<file path="config.mk">
export PLATFORM = sky130hd
export DESIGN_NAME = htpr_chan
export DESIGN_NICKNAME = d
export VERILOG_FILES = /design/src/rtl/htpr_pkg.sv /design/src/rtl/htpr_div_cell.sv /design/src/rtl/htpr_chan.sv
export SDC_FILE = /design/constraint.sdc
export NUM_CORES = 2
export LEC_CHECK = 0
export BUFFER_PORTS_ARGS = -buffer_cell sky130_fd_sc_hd__buf_4
export CORE_MARGIN = 1
export CORE_UTILIZATION = 45
export CTS_CLUSTER_SIZE = 20
export DETAILED_ROUTE_END_ITERATION = 6
export GPL_TIMING_DRIVEN = 0
export REMOVE_ABC_BUFFERS = 1
export SYNTH_ARGS = -nofsm -noshare
export SYNTH_HDL_FRONTEND = slang
export SYNTH_SLANG_ARGS = --single-unit
</file>
<file path="constraint.sdc">
create_clock -name clock -period 9.9 [get_ports clock]
set_input_delay 0.99 -clock clock [delete_from_list [all_inputs] [get_ports clock]]
set_output_delay 0.99 -clock clock [all_outputs]
set_load 0.01 [all_outputs]
</file>
<file path="src/rtl/htpr_pkg.sv">
// Shared types and register constants of the haze transmission pixel recovery block.
`timescale 1ns / 1ps
package htpr_pkg;

   localparam int CsrAddrWidth = 5;
   localparam int CsrIndexWidth = 3;

   typedef enum logic [CsrIndexWidth-1:0] {
      CSR_AIRLIGHT_BLUE  = 3'd0,
      CSR_AIRLIGHT_GREEN = 3'd1,
      CSR_AIRLIGHT_RED   = 3'd2,
      CSR_OMEGA_BLUE     = 3'd3,
      CSR_OMEGA_GREEN    = 3'd4,
      CSR_OMEGA_RED      = 3'd5,
      CSR_TRANS_FLOOR    = 3'd6,
      CSR_UNUSED         = 3'd7
   } csr_index_type;

   localparam logic [7:0]  AirlightReset = 8'd220;
   localparam logic [15:0] OmegaReset    = 16'd52429;
   localparam logic [15:0] FloorReset    = 16'd6554;

   typedef struct packed {
      logic [7:0]  airlight;
      logic [15:0] omega;
      logic [15:0] trans_floor;
   } chan_cfg_type;

endpackage

</file>
<file path="src/rtl/htpr_div_cell.sv">
// One restoring division cell: resolves one quotient bit and passes the rest on.
`timescale 1ns / 1ps
module htpr_div_cell #(
   parameter int NW = 24,
   parameter int VW = 8,
   parameter int PW = 8
) (
   input  logic          clock,
   input  logic          en,
   input  logic [VW-1:0] rem_i,
   input  logic [NW-1:0] num_i,
   input  logic [VW-1:0] den_i,
   input  logic [PW-1:0] pay_i,
   output logic [VW-1:0] rem_o,
   output logic [NW-1:0] num_o,
   output logic [VW-1:0] den_o,
   output logic [PW-1:0] pay_o
);

   logic [VW:0]   trial;
   logic          ge;
   logic [VW-1:0] rem_in;
   logic [NW-1:0] num_in;
   logic [VW:0]   diff;
   logic [VW-1:0] rem_ff;
   logic [NW-1:0] num_ff;
   logic [VW-1:0] den_ff;
   logic [PW-1:0] pay_ff;

   always_comb begin
      trial  = {rem_i, num_i[NW-1]};
      diff   = trial - {1'b0, den_i};
      ge     = trial >= {1'b0, den_i};
      rem_in = ge ? diff[VW-1:0] : trial[VW-1:0];
      num_in = {num_i[NW-2:0], ge};
   end

   always_ff @(posedge clock) begin
      if (en) begin
         rem_ff <= rem_in;
         num_ff <= num_in;
         den_ff <= den_i;
         pay_ff <= pay_i;
      end
   end

   assign rem_o = rem_ff;
   assign num_o = num_ff;
   assign den_o = den_ff;
   assign pay_o = pay_ff;

endmodule

</file>
<file path="src/rtl/htpr_chan.sv">
// One color channel: transmission divider chain, recovery divider chain, rounding.
`timescale 1ns / 1ps
module htpr_chan #(
   parameter int FRAC_BITS = 16
) (
   input  logic                  clock,
   input  logic                  en,
   input  htpr_pkg::chan_cfg_type cfg,
   input  logic [7:0]            pix_i,
   output logic [7:0]            pix_o
);

   localparam int F  = FRAC_BITS;
   localparam int NW = F + 8;
   localparam int TW = F + 1;
   localparam logic [TW-1:0] One = {1'b1, {F{1'b0}}};

   logic [F-1:0] om;
   logic [F-1:0] fl_raw;
   logic [F-1:0] fl;
   logic [7:0]   a;

   generate
      if (F >= 16) begin : g_shl
         assign om     = F'(cfg.omega) << (F - 16);
         assign fl_raw = F'(cfg.trans_floor) << (F - 16);
      end else begin : g_shr
         assign om     = cfg.omega[15 -: F];
         assign fl_raw = cfg.trans_floor[15 -: F];
      end
   endgenerate

   assign fl = (fl_raw == '0) ? F'(1) : fl_raw;
   assign a  = (cfg.airlight == 8'd0) ? 8'd1 : cfg.airlight;

   logic [NW-1:0] prod_ff;
   logic [7:0]    a_ff;
   logic [7:0]    x_ff;
   logic [F-1:0]  fl_ff;

   always_ff @(posedge clock) begin
      if (en) begin
         prod_ff <= om * pix_i;
         a_ff    <= a;
         x_ff    <= pix_i;
         fl_ff   <= fl;
      end
   end

   logic [7:0]    r1   [0:NW];
   logic [NW-1:0] n1   [0:NW];
   logic [7:0]    d1   [0:NW];
   logic [F+7:0]  p1   [0:NW];

   assign r1[0] = '0;
   assign n1[0] = prod_ff;
   assign d1[0] = a_ff;
   assign p1[0] = {x_ff, fl_ff};

   generate
      for (genvar i = 0; i < NW; i++) begin : g_div1
         htpr_div_cell #(.NW(NW), .VW(8), .PW(F + 8)) u_cell (
            .clock (clock),
            .en    (en),
            .rem_i (r1[i]),
            .num_i (n1[i]),
            .den_i (d1[i]),
            .pay_i (p1[i]),
            .rem_o (r1[i+1]),
            .num_o (n1[i+1]),
            .den_o (d1[i+1]),
            .pay_o (p1[i+1])
         );
      end
   endgenerate

   logic [7:0]    x1;
   logic [F-1:0]  fl1;
   logic [TW-1:0] lim;
   logic [NW-1:0] term;
   logic [TW-1:0] t_in;
   logic          neg_in;
   logic [7:0]    magd;

   always_comb begin
      x1     = p1[NW][F+7:F];
      fl1    = p1[NW][F-1:0];
      term   = n1[NW];
      lim    = One - {1'b0, fl1};
      t_in   = (term > NW'(lim)) ? {1'b0, fl1} : (One - term[TW-1:0]);
      neg_in = x1 < d1[NW];
      magd   = neg_in ? (d1[NW] - x1) : (x1 - d1[NW]);
   end

   logic [TW-1:0] t_ff;
   logic [NW-1:0] mag_ff;
   logic [8:0]    p2_ff;

   always_ff @(posedge clock) begin
      if (en) begin
         t_ff   <= t_in;
         mag_ff <= {magd, {F{1'b0}}};
         p2_ff  <= {d1[NW], neg_in};
      end
   end

   logic [TW-1:0] r2 [0:NW];
   logic [NW-1:0] n2 [0:NW];
   logic [TW-1:0] d2 [0:NW];
   logic [8:0]    p2 [0:NW];

   assign r2[0] = '0;
   assign n2[0] = mag_ff;
   assign d2[0] = t_ff;
   assign p2[0] = p2_ff;

   generate
      for (genvar j = 0; j < NW; j++) begin : g_div2
         htpr_div_cell #(.NW(NW), .VW(TW), .PW(9)) u_cell (
            .clock (clock),
            .en    (en),
            .rem_i (r2[j]),
            .num_i (n2[j]),
            .den_i (d2[j]),
            .pay_i (p2[j]),
            .rem_o (r2[j+1]),
            .num_o (n2[j+1]),
            .den_o (d2[j+1]),
            .pay_o (p2[j+1])
         );
      end
   endgenerate

   logic [TW:0]   twice_r;
   logic          up;
   logic [NW:0]   qr;
   logic [NW:0]   a_ext;
   logic [NW:0]   sum;
   logic [7:0]    res_in;
   logic [7:0]    res_ff;

   always_comb begin
      twice_r = {r2[NW], 1'b0};
      up      = (twice_r > {1'b0, d2[NW]}) ||
                ((twice_r == {1'b0, d2[NW]}) && n2[NW][0]);
      qr      = {1'b0, n2[NW]} + (NW + 1)'(up);
      a_ext   = (NW + 1)'(p2[NW][8:1]);
      sum     = a_ext + qr;
      if (p2[NW][0]) begin
         res_in = (a_ext >= qr) ? 8'(a_ext - qr) : 8'd0;
      end else begin
         res_in = (sum > (NW + 1)'(255)) ? 8'd255 : sum[7:0];
      end
   end

   always_ff @(posedge clock) begin
      if (en) begin
         res_ff <= res_in;
      end
   end

   assign pix_o = res_ff;

endmodule

</file>
==> results.toml <==
[clock_tree]
cts_resized = 0
hold_buffers = 0
clk_path_buf_depth = 4
htree_num_levels = 5
cts_made_buffers = 315
cts_setup_buffers = 0
cts_sinks = 2986
cts_tree = "done"
clock-root-buffer = "clkbuf_16"
clk_pin_slew_ns = 0.06
clock_latency_ns = 0.93

[timing]
fin_crit_sh_pct = 71.1
max-slew-margin-rel_pct = 17.1
period_minus_slack_ns = 7.04
tightestPinTransition_ns = 1.24
hold_viol_final = 0
setup_viol = 0
slew_violations = 0
finClkSkew_ns = 0.0958
final.setup.tns_ns = 0
fmax_ghz = 0.142
rsz0062_at_grt = "no"

[route]
routed_via_density = 5.12
drc = 0
routedWlPerCell_um = 15.7
vias = 68100
antenna_left = 0
dr.pass1.iters = 5
drt_iter0_markers = 4362
routed_wirelength_um = 209000

[setup_path]
reg2regPathDepth = 25
crit_arrival_ns = 7.65
crit_path_max_incr_delay_ns = 0.64
end_kind = "register"
start_kind = "register"
cpMaxStageDelayCell = "o2111ai_1"
critPathMaxFanout = 7
cp.required_ns = 10.51
path_class = "register to register"
cpMostUsedCell = "a21o_1"

[global_routing]
grt_first_pass_wirelength_um = 343000
track_usage_pct = 14.2
antenna_found_initial = 1
top_usage_layer = "met2"
overflow = 0
grt_pass1_vias = 68400
grt_max_degree = 214
use_met1_pct = 17.9
grt_util_met2_pct = 24.9
grt_use_met3_pct = 1.89

[logic_synthesis]
synth_seq_cells = 2986
synth_edf_count = 2986
ys_seq_area_share_pct = 69.0
synthCells = 9005
synthFlopType = "edfxtp_1"
ys_types = 90
synth_top_area_cell = "edfxtp_1"
avgSynthCellArea_sq_um = 14.4
yosys.cell_count.top_type = "edfxtp_1"
synth_async_sr_flop_share_pct = 0
synth_common_cells = "edfxtp_1, inv_1, ha_1, nand2_1, o21ai_0"
synthesis.yosys.warnings = 0
synthTopCellsByArea = "edfxtp_1, ha_1, inv_1"
synth_area_sq_um = 130000
yosys.area.top_type_share_pct = 69.0

[power]
sw_frac_of_total_pct = 30.0
finalPower_uw = 40000
power.share.clock_pct = 27.6
p_per_area_nw_per_um2 = 275
pwr-share-comb_pct = 28.1
p_leak_uw = 0.0552
p_int_uw = 28000
p_seq_share_pct = 44.2
p_sw_uw = 12000
ir_worst_vdd_v = 0.000161

[hold_path]
hold_path_depth = 1
hold_class = "primary input to register"

[finish]
seqCellArea_sq_um = 89700
final_area_sq_um = 145000
fill_cells = 23700
multiInputGateArea_sq_um = 35900
stdcell_count = 13300
nets = 10200
drive_above_1_share_pct = 8.44
syn2layout_area_growth_pct = 11.7

[placed_design]
place_area_sq_um = 135000
port_buffers = 57
place_inst = 12700
gp_congestion = 0.865
dp_hpwl_um = 140000

[flow_run]
maxCapViolCount = 0

[floorplanning]
row_count = 196
initial_core_util_pct = 45.4
die_height_um = 539
die_w_um = 539
die-area_sq_um = 291000
ios = 58
core_sq_um = 286000

[run_status]
status = "completed"
-- cell type report --
class / count / share of cell area [%]
clock inverter: 176 / 1.06
multi-input combinational: 4846 / 24.7
sequential: 2986 / 61.8
antenna: 2 / 0.00345
tap: 3762 / 3.24
clock buffer: 385 / 5.64
inverter: 1039 / 2.69
timing repair buffer: 91 / 0.824
-- sequential cells by signal, indices dropped and copies added, names as in the netlist, 9 cells and up --
name                 flops
g_div1.u_cell.den_o    192
p2_ff                    9
prod_ff                 24
g_div2.u_cell.den_o    408
g_div1.u_cell.rem_o    184
g_div1.u_cell.pay_o    576
g_div2.u_cell.num_o    328
g_div2.u_cell.pay_o    216
t_ff                    17
fl_ff                   16
g_div1.u_cell.num_o    576
g_div2.u_cell.rem_o    408
-- layer usage --
layer / part of all wire [%] / vias to the layer above
met5: 0 / -
met4: 3.0 / 0
met3: 3.4 / 425
met2: 50 / 1093
met1: 44 / 33000
li1: - / 33600
-- power groups by stage --
stage	clock, uW	combinational, uW	sequential [uW]
floorplan	0	8480	17500
global placement	0	10700	18500
detailed placement	0	11100	17900
CTS	11500	11200	17700
global route	11900	12600	17900
finish	11000	11200	17700
-- cell usage in the layout, fill, tap and decap left out, types with 20 or more instances in the layout --
cell type / netlist / layout
a211oi_1: 35 / 33
a21boi_0: 113 / 113
a21o_1: 108 / 108
a21oi_1: 396 / 389
a311oi_1: 25 / 25
a31o_2: 22 / 22
a31oi_1: 40 / 40
and2_1: 87 / 87
and3_1: 37 / 37
buf_16: 0 / 20
buf_4: 1 / 56
clkbuf_1: 121 / 68
clkbuf_16: 0 / 317
clkinv_1: 1 / 66
clkinv_2: 0 / 49
edfxtp_1: 2986 / 2986
fa_1: 133 / 133
ha_1: 693 / 693
inv_1: 1038 / 1038
mux2_2: 193 / 193
mux2i_1: 25 / 25
nand2_1: 568 / 568
nand2b_1: 70 / 70
nand3_1: 88 / 88
nand4_1: 98 / 98
nor2_1: 447 / 445
nor2b_1: 113 / 113
nor3_1: 117 / 117
nor4_1: 29 / 29
o211ai_1: 23 / 23
o21a_1: 33 / 33
o21ai_0: 529 / 527
o21bai_1: 36 / 36
o31ai_1: 99 / 99
or2_2: 30 / 30
or3_1: 46 / 46
xnor2_1: 232 / 232
xor2_1: 180 / 180
-- worst paths after layout --
kind                                from                     endpoint  slack, ns
max           g_div2[23].u_cell.rem_o[2]                     pix_o[0]       2.86
min                              cfg[15]                    fl_ff[15]       0.26
max reg2reg   g_div2[23].u_cell.rem_o[2]                     pix_o[0]       2.86
min reg2reg  g_div1[13].u_cell.num_o[20]  g_div1[14].u_cell.num_o[21]       0.37
-- critical path: cells and delay by family, from the launching register on --
kind | cells | cell delay, ns
adders and majority gates | 4 | 1.09
xor gates and xnor gates | 1 | 0.20
and+or+nand+nor | 3 | 0.56
AOI/OAI and AO/OA | 17 | 4.58
DFF | 1 | 0.38
-- cells by family after synthesis --
group                      after synthesis  share of synthesized area (%)
DFF                                   2986                           69.0
buffers and inverters                 1173                           3.41
and+or+nand+nor                       1795                           6.63
xor gates and xnor gates               412                           2.78
AOI/OAI and AO/OA                     1595                           7.57
adders and majority gates              826                           8.72
muxes                                  218                           1.87
-- through the flow --
| step | worst slack, ns | hold WS [ns] | utilization, % |
|---|---|---|---|
| floorplan | 4.44 | 0.400 | - |
| global placement | -18.93 | 0.400 | 47.0 |
| detailed placement | 2.67 | 0.405 | 47.3 |
| CTS | 2.66 | 0.159 | 50.7 |
| global route | 2.38 | 0.196 | 50.7 |
| finish | 2.86 | 0.264 | 50.7 |
No activity file was read; power rests on OpenSTA's default activity.
